## config.mk

```make
export PLATFORM = sky130hd
export DESIGN_NAME = quoted_string_literal_lexer
export DESIGN_NICKNAME = d
export VERILOG_FILES = /design/src/design/qsl_pkg.sv /design/src/design/qsl_front.sv /design/src/design/qsl_queue.sv /design/src/design/qsl_back.sv /design/src/design/qsl_res_queue.sv /design/src/design/quoted_string_literal_lexer.sv
export SDC_FILE = /design/constraint.sdc
export NUM_CORES = 1
export LEC_CHECK = 0
export BUFFER_PORTS_ARGS = -buffer_cell sky130_fd_sc_hd__buf_2
export CORE_AREA = 2 2 178 180
export CTS_CLUSTER_DIAMETER = 40
export DETAILED_ROUTE_END_ITERATION = 10
export DIE_AREA = 0 0 180 182
export PLACE_DENSITY_LB_ADDON = 0.2
export SYNTH_ARGS = -nofsm -noshare
export SYNTH_HDL_FRONTEND = slang
export SYNTH_SLANG_ARGS = --single-unit
export TNS_END_PERCENT = 1
```

## constraint.sdc

```tcl
create_clock -name clk -period 6.41 [get_ports clk]
set_clock_uncertainty 0.1 [all_clocks]
set_input_delay 1.923 -clock clk [delete_from_list [all_inputs] [get_ports clk]]
set_output_delay 1.923 -clock clk [all_outputs]
set_load 0.05 [all_outputs]
```

## src/design/qsl_pkg.sv

```systemverilog
// Shared types and constants for the quoted string literal lexer.
package qsl_pkg;

  // Lexer phases
  typedef enum logic [2:0] {
    PH_IDLE = 3'd0,
    PH_BODY = 3'd1,
    PH_ESC  = 3'd2,
    PH_OCT  = 3'd3,
    PH_CSVQ = 3'd4
  } phase_t;

  // Result kinds
  localparam logic [2:0] KIND_BYTE       = 3'd0;
  localparam logic [2:0] KIND_STR_DONE   = 3'd1;
  localparam logic [2:0] KIND_CHAR_DONE  = 3'd2;
  localparam logic [2:0] KIND_NOT_LIT    = 3'd3;
  localparam logic [2:0] KIND_UNTERM     = 3'd4;
  localparam logic [2:0] KIND_TOO_LONG   = 3'd5;
  localparam logic [2:0] KIND_CHAR_LONG  = 3'd6;

  // Configuration register indexes
  localparam logic [2:0] CFG_DELIM_A    = 3'd0;
  localparam logic [2:0] CFG_DELIM_B    = 3'd1;
  localparam logic [2:0] CFG_CHAR_DELIM = 3'd2;
  localparam logic [2:0] CFG_CSV_MODE   = 3'd3;
  localparam logic [2:0] CFG_MAX_LEN    = 3'd4;

  // Character codes
  localparam logic [7:0] CH_BSLASH = 8'h5C;
  localparam logic [7:0] CH_ZERO   = 8'h30;
  localparam logic [7:0] CH_NINE   = 8'h39;
  localparam logic [7:0] CH_F      = 8'h66;
  localparam logic [7:0] CH_N      = 8'h6E;
  localparam logic [7:0] CH_R      = 8'h72;
  localparam logic [7:0] CH_T      = 8'h74;
  localparam logic [7:0] CH_FF     = 8'h0C;
  localparam logic [7:0] CH_LF     = 8'h0A;
  localparam logic [7:0] CH_CR     = 8'h0D;
  localparam logic [7:0] CH_TAB    = 8'h09;

  // Queue sizes
  localparam int MQ_DEPTH = 4;
  localparam int MQ_AW    = 2;
  localparam int RQ_DEPTH = 4;
  localparam int RQ_AW    = 2;

  typedef struct packed {
    logic [7:0] ch;
    logic       end_of_input;
  } qsl_item_t;

  typedef struct packed {
    logic [2:0] kind;
    logic [7:0] value;
    logic       given_back;
    logic       last;
  } qsl_result_t;

  // Item after classification by the front part
  typedef struct packed {
    logic [7:0] ch;
    logic       eoi;
    logic       is_open;
    logic       is_digit;
    logic       is_zero;
    logic       is_bslash;
    logic [7:0] esc_val;
  } qsl_class_t;

  typedef struct packed {
    logic [7:0] delim_a;
    logic [7:0] delim_b;
    logic [7:0] char_delim;
    logic       csv_mode;
    logic [8:0] max_len;
  } qsl_cfg_t;

  // Write bundle from the back part into the result queue
  typedef struct packed {
    logic        wr0;
    logic        wr1;
    qsl_result_t d0;
    qsl_result_t d1;
  } qsl_wr_t;

endpackage

```

## src/design/qsl_front.sv

```systemverilog
// Front part: accepts input items and classifies each character.
module qsl_front import qsl_pkg::*; (
  input  logic       push,
  input  logic       full,
  input  qsl_item_t  item,
  input  qsl_cfg_t   cfg,
  output logic       wr,
  output qsl_class_t cls
);

  // Accept when the middle queue has room
  assign wr = push & ~full;

  // Classify the character; translate the simple escapes up front
  always_comb begin
    cls.ch        = item.ch;
    cls.eoi       = item.end_of_input;
    cls.is_open   = (item.ch == cfg.delim_a) || (item.ch == cfg.delim_b);
    cls.is_digit  = (item.ch >= CH_ZERO) && (item.ch <= CH_NINE);
    cls.is_zero   = (item.ch == CH_ZERO);
    cls.is_bslash = (item.ch == CH_BSLASH);
    case (item.ch)
      CH_F:    cls.esc_val = CH_FF;
      CH_N:    cls.esc_val = CH_LF;
      CH_R:    cls.esc_val = CH_CR;
      CH_T:    cls.esc_val = CH_TAB;
      default: cls.esc_val = item.ch;
    endcase
  end

endmodule

```

## src/design/qsl_queue.sv

```systemverilog
// Middle queue holding classified items between front and back parts.
module qsl_queue import qsl_pkg::*; (
  input  logic       clk,
  input  logic       rst,
  input  logic       wr,
  input  qsl_class_t wdata,
  input  logic       rd,
  output qsl_class_t rdata,
  output logic       full,
  output logic       empty
);

  qsl_class_t     mem [MQ_DEPTH];
  logic [MQ_AW-1:0] wp, rp;
  logic [MQ_AW:0]   count;

  assign full  = (count == (MQ_AW+1)'(MQ_DEPTH));
  assign empty = (count == '0);
  assign rdata = mem[rp];

  // Store the incoming item
  always_ff @(posedge clk) begin
    if (wr) begin
      mem[wp] <= wdata;
    end
  end

  // Advance pointers and occupancy
  always_ff @(posedge clk) begin
    if (rst) begin
      wp    <= '0;
      rp    <= '0;
      count <= '0;
    end else begin
      if (wr) wp <= wp + 1'b1;
      if (rd) rp <= rp + 1'b1;
      count <= count + (MQ_AW+1)'(wr) - (MQ_AW+1)'(rd);
    end
  end

endmodule

```

## src/design/qsl_back.sv

```systemverilog
// Back part: lexer state machine producing up to two results per item.
module qsl_back import qsl_pkg::*; #(
  parameter int MAX_LITERAL_LEN = 256
) (
  input  logic       clk,
  input  logic       rst,
  input  qsl_class_t cls,
  input  logic       q_empty,
  output logic       q_pop,
  input  logic       room,
  input  qsl_cfg_t   cfg,
  output qsl_wr_t    wr
);

  localparam int CNT_W = $clog2(MAX_LITERAL_LEN + 1);
  localparam int LIM_W = (CNT_W > 9) ? CNT_W : 9;

  typedef struct packed {
    phase_t           phase;
    logic [7:0]       open_char;
    logic [7:0]       acc;
    logic [7:0]       first_byte;
    logic [CNT_W-1:0] cnt;
  } st_t;

  typedef struct packed {
    st_t         s;
    qsl_result_t r;
    logic        emit;
    logic        ok;
  } act_t;

  st_t        st, st_next;
  act_t       a0, a1;
  logic       fire;
  logic [LIM_W-1:0] lim;

  // No result, state carried as given
  function automatic act_t act_none(st_t s);
    act_t a;
    a      = '0;
    a.s    = s;
    a.ok   = 1'b1;
    return a;
  endfunction

  // Input ended inside a literal
  function automatic act_t act_unterm(st_t s);
    act_t a;
    a         = '0;
    a.s       = s;
    a.s.phase = PH_IDLE;
    a.r.kind  = KIND_UNTERM;
    a.emit    = 1'b1;
    return a;
  endfunction

  // Append one decoded byte, or stop on the length limit
  function automatic act_t act_push(st_t s, logic [7:0] b, logic gb,
                                    logic [LIM_W-1:0] lm);
    act_t a;
    a      = '0;
    a.s    = s;
    a.emit = 1'b1;
    if (LIM_W'(s.cnt) >= lm) begin
      a.r.kind       = KIND_TOO_LONG;
      a.r.given_back = gb;
      a.s.phase      = PH_IDLE;
    end else begin
      if (s.cnt == '0) a.s.first_byte = b;
      a.s.cnt    = s.cnt + CNT_W'(1);
      a.r.kind   = KIND_BYTE;
      a.r.value  = b;
      a.ok       = 1'b1;
    end
    return a;
  endfunction

  // Close the literal as a string or a character constant
  function automatic act_t act_finish(st_t s, logic gb, logic [7:0] cd);
    act_t a;
    a              = '0;
    a.s            = s;
    a.s.phase      = PH_IDLE;
    a.emit         = 1'b1;
    a.r.given_back = gb;
    if ((cd != 8'd0) && (s.open_char == cd)) begin
      if (s.cnt > CNT_W'(1)) begin
        a.r.kind = KIND_CHAR_LONG;
      end else begin
        a.r.kind  = KIND_CHAR_DONE;
        a.r.value = (s.cnt != '0) ? s.first_byte : 8'd0;
      end
    end else begin
      a.r.kind = KIND_STR_DONE;
    end
    return a;
  endfunction

  // Plain character inside the literal body
  function automatic act_t act_body(st_t s, qsl_class_t c, qsl_cfg_t cf,
                                    logic [LIM_W-1:0] lm);
    act_t a;
    a = act_none(s);
    if (cf.csv_mode) begin
      if (c.ch == s.open_char) a.s.phase = PH_CSVQ;
      else                     a = act_push(s, c.ch, 1'b0, lm);
    end else begin
      if (c.ch == s.open_char) a = act_finish(s, 1'b0, cf.char_delim);
      else if (c.is_bslash)    a.s.phase = PH_ESC;
      else                     a = act_push(s, c.ch, 1'b0, lm);
    end
    return a;
  endfunction

  // Effective length limit
  assign lim = (LIM_W'(cfg.max_len) > LIM_W'(MAX_LITERAL_LEN)) ?
               LIM_W'(MAX_LITERAL_LEN) : LIM_W'(cfg.max_len);

  assign fire  = ~q_empty & room;
  assign q_pop = fire;

  // Work out the actions for the item at the queue head
  always_comb begin
    st_t s1;
    s1 = st;
    a0 = act_none(st);
    a1 = act_none(st);
    case (st.phase)
      PH_BODY: begin
        if (cls.eoi) a0 = act_unterm(st);
        else         a0 = act_body(st, cls, cfg, lim);
        a1 = act_none(a0.s);
      end
      PH_ESC: begin
        if (cls.eoi) begin
          a0 = act_unterm(st);
        end else if (cls.is_zero) begin
          s1.acc   = 8'd0;
          s1.phase = PH_OCT;
          a0 = act_none(s1);
        end else begin
          s1.phase = PH_BODY;
          a0 = act_push(s1, cls.esc_val, 1'b0, lim);
        end
        a1 = act_none(a0.s);
      end
      PH_OCT: begin
        if (!cls.eoi && cls.is_digit) begin
          s1.acc = {st.acc[4:0], 3'b000} + {4'd0, cls.ch[3:0]};
          a0 = act_none(s1);
          a1 = act_none(a0.s);
        end else begin
          s1.phase = PH_BODY;
          a0 = act_push(s1, st.acc, ~cls.eoi, lim);
          if (!a0.ok)       a1 = act_none(a0.s);
          else if (cls.eoi) a1 = act_unterm(a0.s);
          else              a1 = act_body(a0.s, cls, cfg, lim);
        end
      end
      PH_CSVQ: begin
        if (!cls.eoi && (cls.ch == st.open_char)) begin
          s1.phase = PH_BODY;
          a0 = act_push(s1, cls.ch, 1'b0, lim);
        end else begin
          a0 = act_finish(st, ~cls.eoi, cfg.char_delim);
        end
        a1 = act_none(a0.s);
      end
      default: begin
        if (!cls.eoi && cls.is_open) begin
          s1.phase      = PH_BODY;
          s1.open_char  = cls.ch;
          s1.cnt        = '0;
          s1.acc        = 8'd0;
          s1.first_byte = 8'd0;
          a0 = act_none(s1);
        end else begin
          s1.phase = PH_IDLE;
          a0 = act_none(s1);
          a0.emit         = 1'b1;
          a0.r.kind       = KIND_NOT_LIT;
          a0.r.given_back = ~cls.eoi;
        end
        a1 = act_none(a0.s);
      end
    endcase
  end

  // Next state
  always_comb begin
    st_next = st;
    if (fire) st_next = a1.s;
  end

  // Result writes; mark the final result of the item
  always_comb begin
    wr.wr0     = fire & a0.emit;
    wr.wr1     = fire & a0.emit & a1.emit;
    wr.d0      = a0.r;
    wr.d1      = a1.r;
    wr.d0.last = ~a1.emit;
    wr.d1.last = 1'b1;
  end

  always_ff @(posedge clk) begin
    if (rst) begin
      st <= '0;
    end else begin
      st <= st_next;
    end
  end

  // Length count never passes the build-time limit
  a_cnt_bound: assert property (@(posedge clk) disable iff (rst)
    st.cnt <= CNT_W'(MAX_LITERAL_LEN))
    else $error("byte count beyond limit");

  // End of input always leaves the lexer idle
  a_eoi_idle: assert property (@(posedge clk) disable iff (rst)
    (fire && cls.eoi) |=> (st.phase == PH_IDLE))
    else $error("not idle after end of input");

  // A pending closing character resolves to body or idle
  a_csvq_exit: assert property (@(posedge clk) disable iff (rst)
    (fire && st.phase == PH_CSVQ) |=> (st.phase == PH_IDLE || st.phase == PH_BODY))
    else $error("bad exit from closing-character phase");

endmodule

```

## src/design/qsl_res_queue.sv

```systemverilog
// Result queue taking up to two results per cycle and giving one.
module qsl_res_queue import qsl_pkg::*; (
  input  logic        clk,
  input  logic        rst,
  input  qsl_wr_t     wr,
  input  logic        pop,
  output qsl_result_t result,
  output logic        empty,
  output logic        room
);

  qsl_result_t      mem [RQ_DEPTH];
  logic [RQ_AW-1:0] wp, rp;
  logic [RQ_AW:0]   count;
  logic             rd;

  assign empty  = (count == '0);
  assign rd     = pop & ~empty;
  assign result = mem[rp];
  // Room for two more results
  assign room   = (count <= (RQ_AW+1)'(RQ_DEPTH - 2));

  // Store results
  always_ff @(posedge clk) begin
    if (wr.wr0) mem[wp] <= wr.d0;
    if (wr.wr1) mem[wp + 1'b1] <= wr.d1;
  end

  // Advance pointers and occupancy
  always_ff @(posedge clk) begin
    if (rst) begin
      wp    <= '0;
      rp    <= '0;
      count <= '0;
    end else begin
      wp    <= wp + RQ_AW'(wr.wr0) + RQ_AW'(wr.wr1);
      if (rd) rp <= rp + 1'b1;
      count <= count + (RQ_AW+1)'(wr.wr0) + (RQ_AW+1)'(wr.wr1) - (RQ_AW+1)'(rd);
    end
  end

endmodule

```

## src/design/quoted_string_literal_lexer.sv

```systemverilog
// Top level of the quoted string literal lexer.
//
// Input side is a queue: present one character item with push; it is taken
// on an edge where push is high and full is low. end_of_input marks the end
// of the text and carries no character.
// Result side is a queue: while empty is low the oldest result sits on the
// result port; pop takes it. Each item yields zero, one or two results, the
// final one of an item flagged by last.
// Configuration: write cfg_data to register cfg_index (delim_a, delim_b,
// char_delim, csv_mode, max_len) with cfg_valid; cfg_ready is always high.
// Write only while no item is in flight.
// The middle queue registers each item; the back part then writes its
// results into the result queue once it has room, for pop to take.
// Throughput: one item per cycle while the result queue has room, as the
// back part's lexer step is combinational; a steady run of two-result
// items is paced by the one result per cycle read port of that queue.
// Reset clears both queues, returns the lexer to idle and loads the register
// defaults. When pop is held low the result queue fills, the back part stops,
// the four-entry middle queue fills and full rises.
module quoted_string_literal_lexer import qsl_pkg::*; #(
  parameter int MAX_LITERAL_LEN = 256
) (
  input  logic        clk,
  input  logic        rst,
  input  logic        push,
  output logic        full,
  input  qsl_item_t   item,
  output logic        empty,
  input  logic        pop,
  output qsl_result_t result,
  input  logic        cfg_valid,
  output logic        cfg_ready,
  input  logic [2:0]  cfg_index,
  input  logic [8:0]  cfg_data
);

  qsl_cfg_t   cfg;
  qsl_class_t cls_in, cls_head;
  qsl_wr_t    wr;
  logic       mq_wr, mq_rd, mq_empty, rq_room;

  assign cfg_ready = 1'b1;

  // Register writes
  always_ff @(posedge clk) begin
    if (rst) begin
      cfg.delim_a    <= 8'd34;
      cfg.delim_b    <= 8'd39;
      cfg.char_delim <= 8'd39;
      cfg.csv_mode   <= 1'b0;
      cfg.max_len    <= 9'd256;
    end else if (cfg_valid && cfg_ready) begin
      case (cfg_index)
        CFG_DELIM_A:    cfg.delim_a    <= cfg_data[7:0];
        CFG_DELIM_B:    cfg.delim_b    <= cfg_data[7:0];
        CFG_CHAR_DELIM: cfg.char_delim <= cfg_data[7:0];
        CFG_CSV_MODE:   cfg.csv_mode   <= cfg_data[0];
        CFG_MAX_LEN:    cfg.max_len    <= cfg_data;
        default: ;
      endcase
    end
  end

  qsl_front u_front (
    .push (push),
    .full (full),
    .item (item),
    .cfg  (cfg),
    .wr   (mq_wr),
    .cls  (cls_in)
  );

  qsl_queue u_queue (
    .clk   (clk),
    .rst   (rst),
    .wr    (mq_wr),
    .wdata (cls_in),
    .rd    (mq_rd),
    .rdata (cls_head),
    .full  (full),
    .empty (mq_empty)
  );

  qsl_back #(
    .MAX_LITERAL_LEN (MAX_LITERAL_LEN)
  ) u_back (
    .clk     (clk),
    .rst     (rst),
    .cls     (cls_head),
    .q_empty (mq_empty),
    .q_pop   (mq_rd),
    .room    (rq_room),
    .cfg     (cfg),
    .wr      (wr)
  );

  qsl_res_queue u_res_queue (
    .clk    (clk),
    .rst    (rst),
    .wr     (wr),
    .pop    (pop),
    .result (result),
    .empty  (empty),
    .room   (rq_room)
  );

endmodule

```

==> metrics.md <==
| Metric | Value |
|---|---|
| Top Ports | 42 |
| Total track usage | 0.206 |
| Mapped Area | 12200 um2 |
| Pre-antenna DRT Iters | 5 |
| Critical Path AT | roughly 5.5 ns |
| Htree depth | 2 |
| Final Wtd Congestion | 0.936 |
| Final slew viol count | 0 |
| Post-Synthesis Cells | 1132 |
| Min-delay worst type | flip-flop to flip-flop |
| Synth cell types | 89 |
| Initial core utilization | 0.394 |
| RSZ-0062 raised after global routing | false |
| Die area | 32800 um2 |
| Final WL | 33500 um |
| Antenna violations before repair | 0 |
| Clock-pin slew on the worst setup and hold paths | 0.05 ns |
| Clock Tree Buf Depth | 3 |
| Number of global-route vias before repair | about 9.1k |
| TritonCTS clock tree | yes |
| Syn Nets | 1196 |
| Post-route ant nets | 0 |
| Worst slew margin | 0.244 |
| Post-synthesis sequential area ratio | 0.472 |
| Crit path max fanout | 17 |
| Max-cap check violation count | 0 |
| Layer with the highest usage | met2 |
| Die W | around 180 um |
| Post-route DRC violation count | 0 |
| Grt met3 use | 0.0345 |
| Period utilization | 0.822 |
| Clock latency on the worst-skew pair | 0.52 ns |
| Cell taking the most area after synthesis | edfxtp_1 |
| Cts bufs inserted | 36 |
| Setup TNS | 0 ns |
| Layout area overhead | 14.6% |
| WS Path Type | flip-flop to flip-flop |
| Post-synth ARST share | 0 |
| Hold Crit Start | cfg[0] |
| Post-synth EDFFs | 128 |
| Area share of the largest cell type after synthesis | 0.315 |
| Routing usage on met2 | 0.335 |
| Worst vdd ir | 0.250 mV |
| Tmin final | roughly 5.3 ns |
| Row count | 65 |
| Root buffer cell | clkbuf_16 |
| Prevailing post-synth register cell | edfxtp_1 |
| Total gr overflow | 0 |
| Crit. Startpoint | cfg[8] |
| Worst Max-Slew Pin Slew | 1.13 ns |
| Core Region | 31000 um2 |
| DP HPWL | 23200 um |
| Share of cells above drive strength 1 | 0.166 |
| R2R Setup Slk | 1.14 ns |
| R2R Path Start | cfg[8] |
| Leakage power | 0.00493 uW |
| Yosys warning total | 0 |
| Initial DRC Count | between 800 and 900 |
| First-pass GRT wire length | 53400 um |
| CTS Sinks | around 220 |
| DR WL/cell | 21.1 um |
| Port Buf Inserts | 40 |
| Crit path capture type | flip-flop |
| Fmax | around 0.19 GHz |
| Met1 GRT Util | 0.284 |
| Outcome | finished clean |
| Vias/cell | 5.77 |
| Final setup margin | 1.14 ns |
| # Post-CTS Setup Buffers | 0 |
| Setup crit start kind | flip-flop |
| Largest net degree at the start of global routing | 56 |
| Die height | ~180 um |
| Via count | 9193 |
| Area contributors post-synth | edfxtp_1 (31%), dfxtp_1 (16%), mux4_2 (5.7%) |
| Endpoints failing setup | 0 |
| Final nets | 1227 |
| Diode count | 0 |
| Number of synthesized register bits | 224 |
| Post-CTS Resized | 0 |
| Post-synthesis area per instance | between 10 and 15 um2 |
| Post-CTS Hold Fix Bufs | 0 |
| Dpl ws | 1.26 ns |
| Worst endpoint required time | 6.63 ns |
| Power Dens Cells | 447 nW/um2 |
| Endpoints failing hold | 0 |
[power by group]
| group | internal (uW) | total, uW | switching, uW |
|---|---|---|---|
| Sequential | 1750 | 1930 | 175 |
| Clock | 1230 | 1970 | 740 |
| Combinational | 818 | 2350 | 1530 |
| Total | 3800 | 6250 | 2450 |
[cells by family after synthesis]
family | after synthesis | synth area share
AO/OA/AOI/OAI | 270 | 0.152
XOR/XNOR | 54 | 0.0394
adder cells (fa/ha/maj) | 38 | 0.0414
buffers and inverters | 101 | 0.0354
flip-flops | 224 | 0.472
multiplexers | 89 | 0.110
other | 1 | 0.000307
AND/OR/NAND/NOR | 355 | 0.149
[synthesized netlist by cell type (5+ instances only)]
library cell and number:
nor3_1 20, mux4_2 31, mux2i_1 40, edfxtp_1 128, xor2_1 18, buf_1 5, or2_2 6, o22ai_1 45
nand4_1 13, a221oi_1 6, buf_6 5, clkbuf_1 48, o31a_1 7, nor2_1 96, nand2b_1 7, o21ai_0 31
and2_1 9, o2bb2ai_1 8, a31oi_1 8, or3_1 6, a211oi_1 5, a22oi_1 13, or4_1 5, inv_1 34
nand3_1 21, dfxtp_1 96, nor3b_1 6, nor2b_1 21, xnor2_1 35, nand2_1 98, a21oi_1 70, nor4_1 8
and3_1 13, o211ai_1 10, buf_2 6, ha_1 34, a41oi_1 7, mux2_2 15
[state kept, by name (all words and copies together), names as in the netlist, named ones only]
signal / count
u_back.st: 36
u_queue.wp: 2
cfg: 34
u_res_queue.mem: 52
u_queue.mem: 84
u_queue.count: 3
u_queue.rp: 2
u_res_queue.wp: 2
u_res_queue.rp: 2
u_res_queue.count: 3
[metal layers]
metal,wire [um],part of all wire
met1,15200,0.45
met2,15700,0.47
met3,1850,0.055
met4,778,0.023
met5,0,0
[path summary, 6_finish.rpt]
kind                           end  cells after the start
max          u_res_queue.mem[0][8]                     14
min                         cfg[0]                      2
max reg2reg  u_res_queue.mem[0][8]                     14
min reg2reg                 cfg[0]                      2
[area by class of cell]
class                   instances  area (um2)
fillers                      2892       17000
multi-input cells             807        6010
well taps                     402         503
inverters                      35         131
clock inverters                23         269
repair buffers                 59         343
flip-flops and latches        224        5770
clock buffers                  43         968
[worst max-delay path, stage by stage, from the launching register on]
cell and delay [ns]:
dfxtp_1 0.36, clkinv_1 0.23, ha_1 0.40, nand4_1 0.11, or2_2 0.33, o211a_1 0.43, buf_4 0.32, o21ai_0 0.52
ha_1 0.35, a211oi_1 0.24, or3_1 0.18, a22oi_1 0.22, nor3_2 0.75, a22oi_1 0.31, o22ai_1 0.24
[stage by stage]
| step | hold slack (ns) | std cells | power, uW | utilization | instance area (um2) |
|---|---|---|---|---|---|
| final | 0.351 | 1593 | 6250 | 0.451 | 14000 |
| after global routing | 0.369 | 1593 | 6580 | 0.451 | 14000 |
| after CTS | 0.354 | 1593 | 6280 | 0.451 | 14000 |
| after detailed placement | 0.347 | 1527 | 4280 | 0.412 | 12800 |
| after global placement | 0.342 | 1527 | 4280 | 0.412 | 12800 |
| after floorplan | 0.332 | 1132 | 3650 | - | 12200 |
[cells in the final DEF (no fill, tap or decap), drive strengths merged, types with 22 or more instances in the layout]
| cell type | instances |
|---|---|
| inv | 46 |
| edfxtp | 128 |
| buf | 59 |
| clkbuf | 43 |
| nand3 | 22 |
| ha | 34 |
| o21ai | 32 |
| nor2 | 96 |
| mux4 | 34 |
| xnor2 | 36 |
| o22ai | 45 |
| nand2 | 98 |
| dfxtp | 96 |
| mux2i | 40 |
| a21oi | 71 |
| nor3 | 24 |
Note: power is estimated with default switching activity, not from simulation.
